[src/afsp_pkg.sv]
// Shared constants and types for the API frame sensor parser.
`default_nettype none
package afsp_pkg;

   localparam logic [7:0] StartByte  = 8'h7E;
   localparam logic [7:0] LenHigh    = 8'h00;
   localparam logic [7:0] LenLow     = 8'h14;
   localparam logic [7:0] GoodSum    = 8'hFF;

   localparam int         BodyBytes  = 21;
   localparam int         WordCount  = 5;
   localparam int         PosWidth   = $clog2(BodyBytes);
   localparam int         WordIdxW   = $clog2(WordCount);

   localparam logic [PosWidth-1:0] LastPos      = PosWidth'(BodyBytes - 1);
   localparam logic [PosWidth-1:0] FirstWordPos = PosWidth'(10);
   localparam logic [PosWidth-1:0] EndWordPos   = PosWidth'(10 + 2 * WordCount);

   localparam int         DefQueueDepth = 4;

   // One body byte handed from front to back, with its place in the body.
   typedef struct packed {
      logic [7:0]          data;
      logic [PosWidth-1:0] pos;
   } body_item_type;

   typedef struct packed {
      logic full;
      logic empty;
   } queue_status_type;

endpackage
`default_nettype wire

[src/afsp_front.sv]
// Front end: header hunt and body byte tagging.
`default_nettype none
module afsp_front
   import afsp_pkg::*;
(
   input  wire logic             clock,
   input  wire logic             reset,
   input  wire logic             req_tvalid,
   output logic                  req_tready,
   input  wire logic [7:0]       req_tdata,
   input  wire queue_status_type q_status,
   output logic                  push,
   output body_item_type         push_item,
   output logic [PosWidth-1:0]   body_count
);

   localparam logic [1:0] PhHunt = 2'd0;
   localparam logic [1:0] PhLen0 = 2'd1;
   localparam logic [1:0] PhLen1 = 2'd2;
   localparam logic [1:0] PhBody = 2'd3;

   logic [1:0]          phase_ff, phase_in;
   logic [PosWidth-1:0] count_ff, count_in;
   logic                accept;

   assign req_tready = !q_status.full;
   assign accept     = req_tvalid && req_tready;
   assign push       = accept && (phase_ff == PhBody);
   assign push_item  = '{data: req_tdata, pos: count_ff};
   assign body_count = count_ff;

   always_comb begin
      phase_in = phase_ff;
      count_in = count_ff;
      if (accept) begin
         unique case (phase_ff)
            PhHunt: begin
               if (req_tdata == StartByte) phase_in = PhLen0;
            end
            PhLen0: begin
               phase_in = (req_tdata == LenHigh) ? PhLen1 : PhHunt;
            end
            PhLen1: begin
               // a wrong length byte is dropped, not rechecked as a start byte
               phase_in = (req_tdata == LenLow) ? PhBody : PhHunt;
               count_in = '0;
            end
            PhBody: begin
               if (count_ff >= LastPos) begin
                  phase_in = PhHunt;
                  count_in = '0;
               end else begin
                  count_in = count_ff + PosWidth'(1);
               end
            end
            default: phase_in = PhHunt;
         endcase
      end
   end

   always_ff @(posedge clock) begin
      if (reset) begin
         phase_ff <= PhHunt;
         count_ff <= '0;
      end else begin
         phase_ff <= phase_in;
         count_ff <= count_in;
      end
   end

endmodule
`default_nettype wire

[src/afsp_queue.sv]
// Small register FIFO between front and back.
`default_nettype none
module afsp_queue
   import afsp_pkg::*;
#(
   parameter int Depth = DefQueueDepth
) (
   input  wire logic          clock,
   input  wire logic          reset,
   input  wire logic          push,
   input  wire body_item_type push_item,
   input  wire logic          pop,
   output body_item_type      head,
   output queue_status_type   status
);

   localparam int AW = (Depth > 1) ? $clog2(Depth) : 1;
   localparam int CW = $clog2(Depth + 1);

   body_item_type         slot_ff [Depth];
   logic [AW-1:0]         wr_ff, wr_in, rd_ff, rd_in;
   logic [CW-1:0]         fill_ff, fill_in;

   assign status.full  = (fill_ff == CW'(Depth));
   assign status.empty = (fill_ff == '0);
   assign head         = slot_ff[rd_ff];

   always_comb begin
      wr_in   = wr_ff;
      rd_in   = rd_ff;
      fill_in = fill_ff;
      if (push) wr_in = (wr_ff == AW'(Depth - 1)) ? '0 : wr_ff + AW'(1);
      if (pop)  rd_in = (rd_ff == AW'(Depth - 1)) ? '0 : rd_ff + AW'(1);
      if (push && !pop)      fill_in = fill_ff + CW'(1);
      else if (pop && !push) fill_in = fill_ff - CW'(1);
   end

   always_ff @(posedge clock) begin
      if (push) slot_ff[wr_ff] <= push_item;
   end

   always_ff @(posedge clock) begin
      if (reset) begin
         wr_ff   <= '0;
         rd_ff   <= '0;
         fill_ff <= '0;
      end else begin
         wr_ff   <= wr_in;
         rd_ff   <= rd_in;
         fill_ff <= fill_in;
      end
   end

endmodule
`default_nettype wire

[src/afsp_back.sv]
// Back end: checksum, word capture and result register.
`default_nettype none
module afsp_back
   import afsp_pkg::*;
(
   input  wire logic             clock,
   input  wire logic             reset,
   input  wire body_item_type    head,
   input  wire queue_status_type q_status,
   output logic                  pop,
   output logic                  rsp_tvalid,
   input  wire logic             rsp_tready,
   output logic [79:0]           rsp_tdata
);

   logic [7:0]          sum_ff, sum_in;
   logic [7:0]          hi_ff [WordCount];
   logic [7:0]          lo_ff [WordCount];
   logic                valid_ff, valid_in;
   logic [79:0]         data_ff, data_in;
   logic [PosWidth-1:0] rel;
   logic [WordIdxW-1:0] widx;
   logic                in_words, last;

   assign pop      = !q_status.empty && (!valid_ff || rsp_tready);
   assign last     = (head.pos >= LastPos);
   assign in_words = (head.pos >= FirstWordPos) && (head.pos < EndWordPos);
   assign rel      = head.pos - FirstWordPos;
   assign widx     = rel[WordIdxW:1];

   // running sum restarts on the first body byte of a frame
   assign sum_in = ((head.pos == '0) ? 8'h00 : sum_ff) + head.data;

   always_comb begin
      valid_in = valid_ff;
      data_in  = data_ff;
      if (pop && last && (sum_in == GoodSum)) begin
         valid_in = 1'b1;
         for (int k = 0; k < WordCount; k++) begin
            data_in[16*k +: 16] = {hi_ff[k], lo_ff[k]};
         end
      end else if (rsp_tready) begin
         valid_in = 1'b0;
      end
   end

   always_ff @(posedge clock) begin
      if (pop) sum_ff <= sum_in;
      if (pop && in_words && !last) begin
         if (rel[0]) lo_ff[widx] <= head.data;
         else        hi_ff[widx] <= head.data;
      end
      data_ff <= data_in;
   end

   always_ff @(posedge clock) begin
      if (reset) begin
         valid_ff <= 1'b0;
      end else begin
         valid_ff <= valid_in;
      end
   end

   assign rsp_tvalid = valid_ff;
   assign rsp_tdata  = data_ff;

endmodule
`default_nettype wire

[src/api_frame_sensor_parser.sv]
// Top level of the API frame sensor parser.
// Takes one serial byte per transfer on req_ and looks for frames of start
// byte 0x7E, length 0x00 0x14, 20 data bytes and a checksum byte. A frame
// whose body sums to 0xFF gives one transfer on rsp_ with five 16-bit words
// from data bytes 10..19; a bad frame gives nothing. The header tracker
// accepts a byte per clock whenever the body queue (QueueDepth entries) has
// room, and the checksum unit drains one queued byte per clock while its
// result register is free or being taken. A good checksum byte passes
// through the body queue and then sets the result register behind rsp_tvalid.
`default_nettype none
module api_frame_sensor_parser
   import afsp_pkg::*;
#(
   parameter int QueueDepth = DefQueueDepth
) (
   input  wire logic        clock,
   input  wire logic        reset,
   input  wire logic        req_tvalid,
   output logic             req_tready,
   input  wire logic [7:0]  req_tdata,   // rx_byte
   output logic             rsp_tvalid,
   input  wire logic        rsp_tready,
   output logic [79:0]      rsp_tdata    // accel_z, accel_y, accel_x, emg_first, emg_second
);

   queue_status_type    q_status;
   body_item_type       push_item, head;
   logic                push, pop;
   logic [PosWidth-1:0] body_count;

   afsp_front u_front (
      .clock      (clock),
      .reset      (reset),
      .req_tvalid (req_tvalid),
      .req_tready (req_tready),
      .req_tdata  (req_tdata),
      .q_status   (q_status),
      .push       (push),
      .push_item  (push_item),
      .body_count (body_count)
   );

   afsp_queue #(.Depth(QueueDepth)) u_queue (
      .clock     (clock),
      .reset     (reset),
      .push      (push),
      .push_item (push_item),
      .pop       (pop),
      .head      (head),
      .status    (q_status)
   );

   afsp_back u_back (
      .clock      (clock),
      .reset      (reset),
      .head       (head),
      .q_status   (q_status),
      .pop        (pop),
      .rsp_tvalid (rsp_tvalid),
      .rsp_tready (rsp_tready),
      .rsp_tdata  (rsp_tdata)
   );

   a_no_push_full: assert property (@(posedge clock) disable iff (reset)
      !(push && q_status.full))
      else $error("push into full body queue");

   a_no_pop_empty: assert property (@(posedge clock) disable iff (reset)
      !(pop && q_status.empty))
      else $error("pop from empty body queue");

   a_count_range: assert property (@(posedge clock) disable iff (reset)
      body_count <= LastPos)
      else $error("body count past checksum position");

   a_rsp_after_last: assert property (@(posedge clock) disable iff (reset)
      $rose(rsp_tvalid) |-> $past(pop && (head.pos == LastPos)))
      else $error("result without a checksum byte");

endmodule
`default_nettype wire

[config.mk]
export PLATFORM = sky130hd
export DESIGN_NAME = api_frame_sensor_parser
export DESIGN_NICKNAME = d
export VERILOG_FILES = /design/src/afsp_pkg.sv /design/src/afsp_front.sv /design/src/afsp_queue.sv /design/src/afsp_back.sv /design/src/api_frame_sensor_parser.sv
export SDC_FILE = /design/constraint.sdc
export NUM_CORES = 1
export LEC_CHECK = 0
export BUFFER_PORTS_ARGS = -buffer_cell sky130_fd_sc_hd__buf_2
export CAP_MARGIN = 10
export CORE_AREA = 2 2 172 107
export DETAILED_ROUTE_END_ITERATION = 16
export DIE_AREA = 0 0 174 109
export PLACE_DENSITY = 0.72
export SLEW_MARGIN = 10
export SYNTH_ARGS = -nofsm -noshare
export SYNTH_HDL_FRONTEND = slang
export SYNTH_HIERARCHICAL = 1
export SYNTH_SLANG_ARGS = --single-unit
[constraint.sdc]
create_clock -name clock -period 9.8 [get_ports clock]
set_input_delay 1.96 -clock clock [delete_from_list [all_inputs] [get_ports clock]]
set_output_delay 1.96 -clock clock [all_outputs]
set_load 0.01 [all_outputs]
==> out/results.ini <==
[critical_path]
cp_max_fo = 80
cp_top_family = simple AND/OR/NAND/NOR gates
cp_data_required_time_ns = 9.91
worstSetupEndpointType = register
criticalPathCategory = register to register
critPathBufInv = 1
cp_slowest_stage_delay_ns = 0.91
crit_chain = mux4_2, or4_4, nor2_1, nor2b_1, ha_1, o21ai_0, or4b_1, o2111ai_1, nand2_1, nor3_2, buf_4
start_kind = register
arrival_ns = 5.59
cpMaxStageDelayCell = dfxtp_1

[cts]
h-tree-depth = 1
insertion_delay_ns = 0.49
clockBufferDepth = 3
cts-buffers-inserted = 21
root_buffer = clkbuf_16
cts-resized-gates = 0
cts.sinks = 237
cts_setup_buffers = 0
tritoncts = built
hold_buffers = 0
path_clk_slew_ns = 0.06

[logic_synthesis]
synth-async-reset-ratio = 0
synth.area.top_cells = edfxtp_1 77%, dfxtp_1 4.0%, mux4_2 2.6%
synth_seq_cells = 237
ys.flop_type = edfxtp_1
ys_seq_area_frac = 0.811
netlist_area_sq_um = 8560
yosys_warnings = 6
synth_cell_type_count = 51
netlist.area_leader.share = 0.771
synth.avg_cell_area_sq_um = 19.7
synthCells = 435
synth_largest_area_cell = edfxtp_1
synth_nets = 466
synth_edf_count = 220

[layout]
multiInputGateArea_sq_um = 1440
finalNonFillerCells = 791
drive_gt1_frac = 0.261
utilization = 0.568
final_common_cell = edfxtp_1
nFillCells = 1341
mostFrequentLayoutCells = 220 x edfxtp_1, 93 x buf_2, 25 x nor2_1
seq_area_sq_um = 6950
area_growth_pct = 16.0
antennaDiodeCount = 0
nets = 569

[global_route]
grt_max_degree = 81
antenna_found_initial = 0
grt_first_pass_wirelength_mm = 22.5
grt_overflow = 0
grt_pass1_vias = 3903
track_usage = 0.158

[power]
switching_share = 0.271
share_comb_of_total_power = 0.204
p_int_mw = 1.92
p_switching_uw = 713
power_density_nw_per_um2 = 265
clkPwrFrac = 0.317
power_frac_seq = 0.479
p_leak_nw = 3.41
max-vdd-ir-drop_v = 0.000130

[placement]
dp_hpwl_mm = 9.62
place.gp.congestion = 0.829
numPortBuffers = 93
post-place-cells = 755

[hold_path]
hold_path_class = register to register

[die]
die_w_um = 174
start_util = 0.489
core_area_sq_um = 17500
num_io_pins = 94
die_h_um = 109
dieArea_sq_um = 19000
fp-row-count = 38

[drt]
drtIter0Drc = 336
via_per_inst = 5.20
routedWlPerCell_um = 18.8
vias = 4111
drc = 0
final_antenna_net_count = 0
wirelength_mm = 14.8
firstDrtPassIters = 5

[job]
drv_cap = 0

[sta]
tightest_slew_ns = 0.992
fin_skew_ns = 0.00499
rsz0062_at_grt = false
fmax_mhz = 183
drv_slew = 0
setup_viol = 0
min_period_ns = 5.48
maxSlewHeadroom = 0.339
fin_crit_sh = 0.559
tns_ns = 0
hold_viol_final = 0

[status]
status = finished, final reports clean

## synthesized netlist by cell type, types with 3 or more instances
cell type  instances
a21oi_1            9
and2_1             4
buf_4             13
buf_6              3
dfxtp_1           17
edfxtp_1         220
ha_1              17
inv_1             13
mux2i_1            5
mux4_1             3
mux4_2            10
nand2_1            7
nand3_1            9
nor2_1            25
nor2b_1            9
nor3_1             4
nor3b_1            4
nor4_1             3
o2111ai_1          3
o21ai_0           10
or3_1              3
xnor2_1            4
xor2_1             5
## power groups by stage
stage               logic [mW]  clock network (mW)  registers, mW
floorplan                0.388                   0           1.26
global placement         0.503                   0           1.28
detailed placement       0.529                   0           1.29
CTS                      0.533               0.853           1.26
global route             0.599               0.893           1.27
finish                   0.536               0.835           1.26
## worst paths after layout
path	startpoint	end	slack, ns	cells after the start
worst max register to register	register	u_back/rsp_tdata[52]	4.32	11
worst min-delay path	u_back/hi_ff[0][1]	u_back/rsp_tdata[9]	0.41	0
worst max-delay path	register	u_back/rsp_tdata[52]	4.32	11
worst min register to register	u_back/hi_ff[0][1]	u_back/rsp_tdata[9]	0.41	0
## registers in the layout (all words and copies together) (netlist names), 2 cells and up, named ones only
name / count
u_queue/rd_ff: 2
u_queue/wr_ff: 2
u_front/body_count: 5
u_back/sum_ff: 8
u_queue/slot_ff: 52
u_back/lo_ff: 40
u_queue/fill_ff: 3
u_back/rsp_tdata: 80
u_back/hi_ff: 40
u_front/phase_ff: 2
## layout make-up
class                   instances  share of cell area
flip-flops and latches        237               0.700
multi-input cells             168               0.145
clock buffers                  24              0.0541
repair buffers                 97              0.0499
well taps                     240              0.0302
clock inverters                12              0.0166
inverters                      13             0.00491
## cells by family (layout without fill, tap and decap cells)
group	after synthesis	in the layout	share of synthesized area
flops	237	237	0.811
simple gates	85	85	0.0564
compound gates	36	36	0.0289
buf+inv	30	146	0.0216
fa+ha+maj	19	19	0.0295
mux	18	18	0.0413
xor+xnor	10	10	0.0111
## per-stage QoR
step	setup slack [ns]	area, sq um	total power [mW]	hold slack, ns
floorplan	0.383	8560	1.65	0.400
global placement	4.45	9230	1.79	0.401
detailed placement	4.32	9230	1.81	0.405
CTS	4.27	9930	2.65	0.414
global route	3.81	9930	2.76	0.417
finish	4.32	9930	2.63	0.414
## per-layer routing
metal	vias to the layer above	routed length, um	GRT usage
li1	1895	-	-
met1	1991	6970	0.240
met2	201	6350	0.231
met3	24	1270	0.0391
met4	0	257	0.0402
met5	-	0	0
Note: power is estimated with default switching activity, not from simulation.
